### config.mk
export PLATFORM = sky130hd
export DESIGN_NAME = pcodec_div_cell
export DESIGN_NICKNAME = d
export VERILOG_FILES = /design/src/hw/rtl/pcodec_pkg.sv /design/src/hw/rtl/pcodec_div_cell.sv
export SDC_FILE = /design/constraint.sdc
export NUM_CORES = 1
export LEC_CHECK = 0
export BUFFER_PORTS_ARGS = -buffer_cell sky130_fd_sc_hd__buf_2
export CAP_MARGIN = 40
export CORE_AREA = 2 2 122 124
export DETAILED_ROUTE_END_ITERATION = 6
export DIE_AREA = 0 0 124 126
export PLACE_DENSITY = 0.68
export SLEW_MARGIN = 20
export SYNTH_ARGS = -nofsm -noshare
export SYNTH_HDL_FRONTEND = slang
export SYNTH_SLANG_ARGS = --single-unit
### constraint.sdc
create_clock -name clk -period 0.8 [get_ports clk]
set_clock_uncertainty 0.1 [all_clocks]
set_input_delay 0.04 -clock clk [delete_from_list [all_inputs] [get_ports clk]]
set_output_delay 0.04 -clock clk [all_outputs]
set_load 0.01 [all_outputs]
### src/hw/rtl/pcodec_pkg.sv
// ----------------------------------------------------------------------------
// pcodec_pkg
// Shared types, codes and constant-divide helpers for the position report codec.
// ----------------------------------------------------------------------------
package pcodec_pkg;

	localparam int DIV_STEPS = 32;
	localparam int CFG_IDX_W = 1;

	localparam logic [CFG_IDX_W-1:0] CFG_EPOCH    = 1'b0;
	localparam logic [CFG_IDX_W-1:0] CFG_INTERVAL = 1'b1;

	localparam logic MODE_ENC = 1'b0;
	localparam logic MODE_DEC = 1'b1;

	localparam logic [15:0] INTERVAL_RST = 16'd60;

	localparam logic [7:0] CHAR_A = 8'h41;
	localparam logic [7:0] CHAR_R = 8'h52;
	localparam logic [7:0] CHAR_0 = 8'h30;
	localparam logic [7:0] CHAR_9 = 8'h39;

	localparam logic [8:0] ID_MAX = 9'd323;
	localparam logic [6:0] SQ_MAX = 7'd99;

	typedef struct packed {
		logic        mode;
		logic        flag;
		logic [31:0] utc_w;
		logic [15:0] rep_hi;
		logic [15:0] tidx;
		logic [7:0]  c_flon;
		logic [7:0]  c_flat;
		logic [7:0]  c_slon;
		logic [7:0]  c_slat;
	} side_t;

	// floor(x/10) for x < 256
	function automatic logic [4:0] div10(input logic [7:0] x);
		logic [15:0] p;
		p = {8'd0, x} * 16'd205;
		return p[15:11];
	endfunction

	// floor(x/18) for x < 512
	function automatic logic [4:0] div18(input logic [8:0] x);
		logic [19:0] p;
		p = {11'd0, x} * 20'd911;
		return p[18:14];
	endfunction

endpackage

### src/hw/rtl/pcodec_div_cell.sv
// ----------------------------------------------------------------------------
// pcodec_div_cell
// One restoring divide step: yields one quotient bit and hands the word on.
// ----------------------------------------------------------------------------
module pcodec_div_cell (
	input  logic              clk,
	input  logic              arst_n,
	input  logic [15:0]       divisor,
	input  logic              in_valid,
	input  logic [15:0]       in_rem,
	input  logic [31:0]       in_dq,
	input  pcodec_pkg::side_t in_side,
	output logic              out_valid,
	output logic [15:0]       out_rem,
	output logic [31:0]       out_dq,
	output pcodec_pkg::side_t out_side
);

	logic [16:0] trial;
	logic [16:0] diff;
	logic        ge;

	always_comb begin
		trial = {in_rem, in_dq[31]};
		diff  = trial - {1'b0, divisor};
		ge    = trial >= {1'b0, divisor};
	end

	always_ff @(posedge clk or negedge arst_n) begin
		if (!arst_n) begin
			out_valid <= 1'b0;
		end else begin
			out_valid <= in_valid;
		end
	end

	always_ff @(posedge clk) begin
		out_rem  <= ge ? diff[15:0] : trial[15:0];
		out_dq   <= {in_dq[30:0], ge};
		out_side <= in_side;
	end

endmodule

==> run summary <==
status -> finished, violations left
failing checks -> hold timing, setup timing
Slew HR -> 79.7%
Leak -> 4.46 nW
DP HPWL -> 11700 µm
Final Cell Area -> 0.00944 mm²
synth cell count leaders -> dfxtp_1, inv_1, ha_1
CP startpoint kind -> input pin
dpl cell area -> 0.00639 mm²
worst-path fanout max -> 12
vias in the first global route -> 4719
chip height -> 126 µm
Mean Syn Cell Area -> 13.6 µm²
Seq/Total Area, Yosys -> 72.0%
layout cells sized above 1 -> 66.0%
root buffer cell -> clkbuf_16
Main synth FF type -> dfxtp_1
Netlist cell types -> 40
DRT Pass-1 Iters -> 6
initial antenna violation count -> 2
Post-synth EDFFs -> 0
Crit path arrival time -> 1.84 ns
P&R area growth vs syn -> 131%
Slew @ Worst Pin -> 0.302 ns
pwr/cell area -> 2120 mW/mm²
hold slack -> -0.163 ns
Reg clk slew, reported paths -> 0.06 ns
DRT Wirelength -> 19700 µm
routed vias -> 4462
crit end category -> flop
via density per instance -> 4.33
row cnt -> 44
htree depth -> 4
gr busiest metal -> met2
Num CTS Buffers -> 17
unrepaired setup endpoints after global routing -> yes
input/output buffers -> 311
Synth area leaders -> dfxtp_1, ha_1, mux2_4, inv_1, mux2_2
Worst EP required -> 1.00 ns
die area -> 0.0156 mm²
minimum clock period -> 1.64 ns
count leader, synth -> dfxtp_1
GR Layer Usage met2 -> 41.9%
post-route ant nets -> 0
Iter 0 DRT Violations -> 198
drt wl/cell -> 19.1 µm
top-area cell type share of the netlist area -> 71.4%
DRC -> 0
Placer Congestion -> 0.762
grt met3 use -> 7.65%
fill count -> 1017
setup ws final -> -0.838 ns
routing usage on met1 -> 24.2%
post-cts hold buffer count -> 142
flops & latches, synth -> 147
Max Cap Viol -> 0
Die X-Extent -> 124 µm
Sink Count -> 147
grt ovf -> 0
Slew Viols, Final -> 0
Post-synth ARST share -> 0.680%
kind of critical path -> input pin to flop
Hold Crit Class -> input pin to flop
I/O pins -> 312
Net Count, Synth -> 484
Mapped Cells -> 302
nets@finish -> 1014
first-pass GRT wire length -> 26400 µm
Final Non-Filler Cells -> 1031
Max IR drop VDD -> 1590 µV
Bufs on Longest Clock Path -> 2
TNS Setup -> -41.28 ns
core box area -> 0.0143 mm²
initial core utilization -> 28.6%
cell area after synthesis -> 0.00409 mm²
dpl cells -> 847
Final period util -> 205%
Fmax -> 0.611 GHz
pin count of the biggest net entering global routing -> 17
GRT Total Usage -> 23.1%
Synth Warn # -> 0
Fin. Hold Viols -> 5
TritonCTS clock tree -> done
Synth area leader -> dfxtp_1
final setup fails -> 164
-- registers in the layout (all words and copies together), names as in the netlist --
| register | cells |
|---|---|
| out_valid | 1 |
| out_side | 98 |
| out_dq | 32 |
| out_rem | 16 |
-- final cells by class --
type | instances | area (µm²) | area share, %
timing repair buffer | 515 | 4190 | 44.4
sequential | 147 | 3070 | 32.6
multi-input combinational | 129 | 1270 | 13.5
clock buffer | 18 | 429 | 4.55
tap | 184 | 230 | 2.44
clock inverter | 14 | 149 | 1.58
inverter | 22 | 92.6 | 0.981
antenna | 2 | 5.00 | 0.0530
-- logic make-up (layout without fill, tap and decap cells) --
logic type / count (synthesis) / count (layout) / share of synthesized area (%)
adders and majority gates: 17 / 17 / 5.38
buffers and inverters: 26 / 569 / 2.78
xor gates and xnor gates: 9 / 9 / 1.93
other: 0 / 2 / 0
DFF: 147 / 147 / 72.0
AOI/OAI and AO/OA: 55 / 55 / 9.23
muxes: 15 / 15 / 4.62
and+or+nand+nor: 33 / 33 / 4.04
-- report_power, final --
| group | total [mW] | internal, mW | switching, mW |
|---|---|---|---|
| clock | 7.86 | 4.40 | 3.46 |
| sequential | 8.16 | 7.92 | 0.242 |
| combinational | 3.99 | 2.42 | 1.57 |
-- repair_timing --
item / CTS / global route
resized for setup: 172 / 108
setup buffers: 7 / 1
endpoints found under the setup margin: 164 / 164
hold endpoints to repair: 146 / 5
pin swaps: 1 / 2
-- critical path, cell delays in order --
cell and delay (ns):
buf_8 0.10, ha_4 0.24, a211oi_2 0.20, o211ai_1 0.18, o21ai_2 0.22, o211ai_4 0.11, a31oi_4 0.22, buf_12 0.18
mux2_2 0.33
-- path summary, 6_finish.rpt --
kind | from | end | cells after the start
min in group asynchronous | arst_n | out_valid | 3
max in group asynchronous | arst_n | out_valid | 3
setup / recovery | in_rem[3] | out_rem[6] | 9
hold / removal | divisor[0] | out_rem[0] | 3
-- metal layers --
metal  part of all wire [%]  vias to the layer above  routed length [µm]
met1                     37                     2097                7230
met3                    7.5                       56                1470
met5                      0                        -                   0
met4                    4.1                        0                 801
li1                       -                     2093                   -
met2                     52                      216               10200
-- placed cells by master, fill, tap and decap left out, types with 4 or more instances in the layout --
cell type      Yosys  routed
buf_2              0     197
dlygate4sd3_1      0     142
buf_6              1     113
dfxtp_2            0     101
buf_4              2      59
dfxtp_1          146      45
clkbuf_16          0      17
inv_1             22      12
nor2_1            12      12
ha_4               0      12
a21oi_1           14       9
o21ai_0           12       9
mux2_4             6       9
inv_2              0       8
nand2_1            8       8
a21o_1             7       7
xnor2_1            6       6
inv_6              0       5
a21oi_2            0       4
mux2_2             7       4
ha_1              16       4
-- per-stage QoR --
step / util [%] / power, mW / setup slack (ns)
after detailed placement: 44.7 / 10.8 / -1.30
after global placement: 44.7 / 10.8 / -1.28
after global routing: 65.9 / 20.8 / -0.906
after CTS: 63.2 / 19.7 / -0.798
after floorplan: - / 9.37 / -1.20
final: 65.9 / 20.0 / -0.838
No activity file was read; power rests on OpenSTA's default activity.
