## src/hw/rtl/pcodec_pkg.sv

```systemverilog
// ----------------------------------------------------------------------------
// pcodec_pkg
// Shared types, codes and constant-divide helpers for the position report codec.
// ----------------------------------------------------------------------------
package pcodec_pkg;

	localparam int DIV_STEPS = 32;
	localparam int CFG_IDX_W = 1;

	localparam logic [CFG_IDX_W-1:0] CFG_EPOCH    = 1'b0;
	localparam logic [CFG_IDX_W-1:0] CFG_INTERVAL = 1'b1;

	localparam logic MODE_ENC = 1'b0;
	localparam logic MODE_DEC = 1'b1;

	localparam logic [15:0] INTERVAL_RST = 16'd60;

	localparam logic [7:0] CHAR_A = 8'h41;
	localparam logic [7:0] CHAR_R = 8'h52;
	localparam logic [7:0] CHAR_0 = 8'h30;
	localparam logic [7:0] CHAR_9 = 8'h39;

	localparam logic [8:0] ID_MAX = 9'd323;
	localparam logic [6:0] SQ_MAX = 7'd99;

	typedef struct packed {
		logic        mode;
		logic        flag;
		logic [31:0] utc_w;
		logic [15:0] rep_hi;
		logic [15:0] tidx;
		logic [7:0]  c_flon;
		logic [7:0]  c_flat;
		logic [7:0]  c_slon;
		logic [7:0]  c_slat;
	} side_t;

	// floor(x/10) for x < 256
	function automatic logic [4:0] div10(input logic [7:0] x);
		logic [15:0] p;
		p = {8'd0, x} * 16'd205;
		return p[15:11];
	endfunction

	// floor(x/18) for x < 512
	function automatic logic [4:0] div18(input logic [8:0] x);
		logic [19:0] p;
		p = {11'd0, x} * 20'd911;
		return p[18:14];
	endfunction

endpackage

```

## src/hw/rtl/pcodec_front.sv

```systemverilog
// ----------------------------------------------------------------------------
// pcodec_front
// Entry stage: time difference, grid locator, decode unpacking and product.
// ----------------------------------------------------------------------------
module pcodec_front #(
	parameter int ANGLE_FRAC_BITS = 16
) (
	input  logic                clk,
	input  logic                arst_n,
	input  logic                accept,
	input  logic                mode,
	input  logic [31:0]         utc_in,
	input  logic signed [23:0]  latitude,
	input  logic signed [24:0]  longitude,
	input  logic [31:0]         report_in,
	input  logic [31:0]         epoch,
	input  logic [15:0]         interval,
	output logic                valid_s1,
	output logic [31:0]         dq_s1,
	output pcodec_pkg::side_t   side_s1
);

	localparam int F    = ANGLE_FRAC_BITS;
	localparam int LONW = ((F + 10) > 25 ? (F + 10) : 25) + 1;
	localparam int LATW = ((F + 9) > 24 ? (F + 9) : 24) + 1;

	localparam logic signed [LONW-1:0] LON_OFF  = LONW'(180) << F;
	localparam logic signed [LONW-1:0] LON_SPAN = LONW'(360) << F;
	localparam logic signed [LATW-1:0] LAT_OFF  = LATW'(90) << F;
	localparam logic signed [LATW-1:0] LAT_SPAN = LATW'(180) << F;

	logic signed [LONW-1:0] lon_x, lon_r, lon_c;
	logic signed [LATW-1:0] lat_x, lat_r, lat_c;
	logic [LONW-1:0]        lon_u;
	logic [LATW-1:0]        lat_u;
	logic [7:0]             lon_units, lat_units;
	logic [4:0]             e_flon, e_flat;
	logic [7:0]             e_slon, e_slat;
	logic [8:0]             e_id;
	logic [6:0]             e_sq;
	logic [8:0]             d_id;
	logic [6:0]             d_sub;
	logic [4:0]             d_flon, d_slon;
	logic [8:0]             d_flat;
	logic [7:0]             d_slat;
	logic [31:0]            d_prod;
	pcodec_pkg::side_t      side_n;

	always_comb begin
		lon_x = LONW'(longitude);
		lon_r = lon_x + LON_OFF;
		if (lon_r < 0) begin
			lon_c = '0;
		end else if (lon_r >= LON_SPAN) begin
			lon_c = LON_SPAN - LONW'(1);
		end else begin
			lon_c = lon_r;
		end
		lat_x = LATW'(latitude);
		lat_r = lat_x + LAT_OFF;
		if (lat_r < 0) begin
			lat_c = '0;
		end else if (lat_r >= LAT_SPAN) begin
			lat_c = LAT_SPAN - LATW'(1);
		end else begin
			lat_c = lat_r;
		end
		lon_u     = lon_c;
		lat_u     = lat_c;
		lon_units = lon_u[F+8:F+1];
		lat_units = lat_u[F+7:F];
		e_flon    = pcodec_pkg::div10(lon_units);
		e_flat    = pcodec_pkg::div10(lat_units);
		e_slon    = lon_units - 8'({3'd0, e_flon} * 8'd10);
		e_slat    = lat_units - 8'({3'd0, e_flat} * 8'd10);
		e_id      = 9'({4'd0, e_flon} * 9'd18) + {4'd0, e_flat};
		e_sq      = 7'(e_slon * 8'd10) + e_slat[6:0];

		d_id   = report_in[31:23];
		d_sub  = report_in[22:16];
		d_flon = pcodec_pkg::div18(d_id);
		d_flat = d_id - 9'({4'd0, d_flon} * 9'd18);
		d_slon = pcodec_pkg::div10({1'b0, d_sub});
		d_slat = {1'b0, d_sub} - 8'({3'd0, d_slon} * 8'd10);
		d_prod = {16'd0, interval} * {16'd0, report_in[15:0]};

		side_n.mode = mode;
		if (mode == pcodec_pkg::MODE_DEC) begin
			side_n.flag   = (d_id > pcodec_pkg::ID_MAX) || (d_sub > pcodec_pkg::SQ_MAX);
			side_n.utc_w  = d_prod;
			side_n.rep_hi = report_in[31:16];
			side_n.tidx   = report_in[15:0];
			side_n.c_flon = pcodec_pkg::CHAR_A + {3'd0, d_flon};
			side_n.c_flat = pcodec_pkg::CHAR_A + d_flat[7:0];
			side_n.c_slon = pcodec_pkg::CHAR_0 + {3'd0, d_slon};
			side_n.c_slat = pcodec_pkg::CHAR_0 + d_slat;
		end else begin
			side_n.flag   = utc_in < epoch;
			side_n.utc_w  = utc_in;
			side_n.rep_hi = {e_id, e_sq};
			side_n.tidx   = '0;
			side_n.c_flon = pcodec_pkg::CHAR_A + {3'd0, e_flon};
			side_n.c_flat = pcodec_pkg::CHAR_A + {3'd0, e_flat};
			side_n.c_slon = pcodec_pkg::CHAR_0 + e_slon;
			side_n.c_slat = pcodec_pkg::CHAR_0 + e_slat;
		end
	end

	always_ff @(posedge clk or negedge arst_n) begin
		if (!arst_n) begin
			valid_s1 <= 1'b0;
		end else begin
			valid_s1 <= accept;
		end
	end

	always_ff @(posedge clk) begin
		dq_s1   <= utc_in - epoch;
		side_s1 <= side_n;
	end

endmodule

```

## config.mk

```make
export PLATFORM = sky130hd
export DESIGN_NAME = pcodec_front
export DESIGN_NICKNAME = d
export VERILOG_FILES = /design/src/hw/rtl/pcodec_pkg.sv /design/src/hw/rtl/pcodec_front.sv
export SDC_FILE = /design/constraint.sdc
export NUM_CORES = 1
export LEC_CHECK = 0
export ABC_CLOCK_PERIOD_IN_PS = 800
export BUFFER_PORTS_ARGS = -buffer_cell sky130_fd_sc_hd__buf_2
export CAP_MARGIN = 20
export CORE_MARGIN = 5
export CORE_UTILIZATION = 50
export CTS_BUF_LIST = sky130_fd_sc_hd__clkbuf_4
export DETAILED_ROUTE_END_ITERATION = 10
export GPL_TIMING_DRIVEN = 0
export HOLD_SLACK_MARGIN = 0.15
export PLACE_DENSITY = 0.81
export SLEW_MARGIN = 20
export SYNTH_ARGS = -nofsm -noshare
export SYNTH_HDL_FRONTEND = slang
export SYNTH_SLANG_ARGS = --single-unit
```

## constraint.sdc

```tcl
create_clock -name clk -period 0.8 [get_ports clk]
set_clock_uncertainty 0.1 [all_clocks]
set_input_delay 0 -clock clk [delete_from_list [all_inputs] [get_ports clk]]
set_output_delay 0 -clock clk [all_outputs]
set_load 0.01 [all_outputs]
```

==> qor.yml <==
status:
  outcome: "finished, violations left"
  violations: "hold timing, setup timing"
sta:
  fin_crit_sh_pct: 902
  hold_viol: 54
  finalCriticalPeriod_ps: 7220
  hold_slack_ps: -444
  max_freq_mhz: 139
  drv_slew: 0
  finalSetupViolCount: 256
  relSlewSlack_pct: 20.0
  rsz0062_at_grt: "yes"
  timing.final.ws_setup_ps: -6420
  worst_pin_slew_ps: 1190
logic_synthesis:
  ys.flop_type: "dfxtp_1"
  async_flop_share_pct: 0.781
  yosys.area.top_type: "fa_1"
  yosysTopAreaCellShare_pct: 24.7
  synth_most_common_cell: "inv_1"
  synthCells: 2331
  syn_area_sq_um: 21000
  ys_seq_area_share_pct: 12.3
  yosysUniqueCellTypes: 72
  syn_area_per_cell_sq_um: 8.99
  synthTopCellsByCount: "inv_1, ha_1, fa_1, nand2_1, dfxtp_1"
  synthTopCellsByArea: "fa_1, ha_1, dfxtp_1"
  synth_nets: 3146
  ys_seq_elements: 128
  yosysWarnings: 0
  synth_edf_count: 0
setup_path:
  slowest_stage: "fa_2"
  startpoint_type: "input pin"
  crit_path_frequent_cell: "ha_4"
  crit_arrival_ps: 7790
  required_ps: 1380
  critPathMaxStageDelay_ps: 540
  worstSetupEndpointType: "flop"
  cp_max_fo: 6
  path_class: "in2reg"
grt:
  grt_max_degree: 17
  grtUsageTotal_pct: 29.8
  grt_antenna_before_repair: 5
  grt_first_pass_wirelength_mm: 109
  grt_pass1_vias: 20700
  grt_overflow_total: 0
final_layout:
  fin_nets: 3698
  area_delta_synth_final_pct: 43.9
  drive_above_1_share_pct: 37.1
clock_network:
  root_buffer: "clkbuf_4"
  cts_inserted_buffers: 17
  path_clk_slew_ps: 160
  ctsHtreeMaxLevel: 4
  clock_tree.buffer_depth: 2
  cts_tree: "done"
  cts_sinks: 128
drt:
  drt-total-wl_mm: 74.1
  first_pass_iters: 5
  vias: 19300
  viasPerCell: 5.62
  drt_iter0_drc: 1197
  routedWlPerCell_microns: 21.5
  ant_nets: 0
  route.detailed.drc: 0
floorplan:
  initial_core_util_pct: 50.3
  io_pins: 296
  die_height_microns: 215
  core-area_sq_um: 41700
  die_x_microns: 215
  rows: 75
  die_area_sq_um: 46100
place:
  gp_congestion: 0.983
  place_hpwl_mm: 51.2
  io_buffers: 267
flow_run:
  cap_viol_max_count: 0
worst_hold_path:
  hp-class: "in2reg"
==> cell families after synthesis <==
group           after synthesis  share of synthesized area (%)
flops                       128                           12.3
compound gates              323                           9.97
simple gates                527                           12.2
fa+ha+maj                   650                           48.1
buf+inv                     518                           9.35
xor+xnor                    145                           6.13
mux                          38                           1.99
other cells                   2                         0.0358
==> critical path, delay by kind of cell <==
family	cells	cell delay [ps]
xor+xnor	5	820
compound gates	8	1770
mux	1	270
simple gates	5	780
buf+inv	9	760
fa+ha+maj	11	3370
==> area by class of cell <==
class / count / area, sq um
clock inverters: 15 / 179
clock buffers: 17 / 128
repair buffers: 535 / 4170
plain buffers: 65 / 986
inverters: 451 / 1750
diodes: 6 / 15.0
fillers: 2652 / 11500
multi-input cells: 1685 / 19600
well taps: 539 / 674
flip-flops and latches: 128 / 2620
==> metrics by stage <==
stage,setup slack [ps],cells,setup TNS [ps],instance area (sq um),util [%]
after CTS,-6290,3369,-402160,28800,69.0
after global routing,-6530,3439,-433870,30200,72.4
after global placement,-7790,3137,-420240,24800,59.6
after detailed placement,-8040,3137,-427190,24800,59.6
final,-6420,3441,-418580,30200,72.4
after floorplan,-6890,2331,-346630,22800,-
==> final timing paths <==
path                               end  depth (start not counted)          start
setup / recovery           side_s1[54]                         39  longitude[18]
hold / removal                dq_s1[2]                          4       epoch[2]
max in group asynchronous     valid_s1                          4         arst_n
min in group asynchronous     valid_s1                          4         arst_n
==> per-layer routing <==
layer | up-vias | wire (microns) | part of all wire, % | track usage [%]
met5 | - | 9 | 0.012 | 0
met4 | 2 | 5100 | 6.9 | 16.4
met3 | 347 | 5460 | 7.4 | 5.74
met2 | 965 | 37100 | 50 | 53.1
met1 | 9422 | 26400 | 36 | 33.7
li1 | 8588 | - | - | -
==> cell usage in the layout (no fill, tap or decap), types with 14 or more instances in the layout <==
cell type,n
ha_1,282
buf_6,57
ha_4,98
inv_2,55
xor2_1,31
buf_12,17
a21oi_1,52
buf_4,145
nand2_4,21
nand2_1,196
fa_1,230
nand3_1,18
nor3_1,16
clkbuf_8,20
nand2_2,17
mux2_4,18
and2_1,95
clkbuf_16,24
dlygate4sd3_1,75
o21ai_2,26
nor2_1,48
inv_1,388
clkbuf_4,22
a21o_1,42
xnor2_1,75
dfxtp_1,107
o21a_1,14
fa_2,29
xnor2_2,14
o21ai_1,24
a21oi_2,42
buf_2,223
o21bai_1,15
==> flip-flops by register name, summed over array words and instances, names as in the netlist <==
name	count
side_s1	95
dq_s1	32
valid_s1	1
==> repair_timing <==
item | CTS | global route
gates cloned | 2 | 0
resized for setup | 372 | 226
hold buffers | 75 | 20
endpoints found under the hold margin | 127 | 103
endpoints found under the setup margin | 229 | 256
pin swaps | 152 | 145
setup buffers | 124 | 51
Power is left out: the tool's default activity adds up to more than one toggle a clock period on the data nets, which glitch-free logic cannot reach.
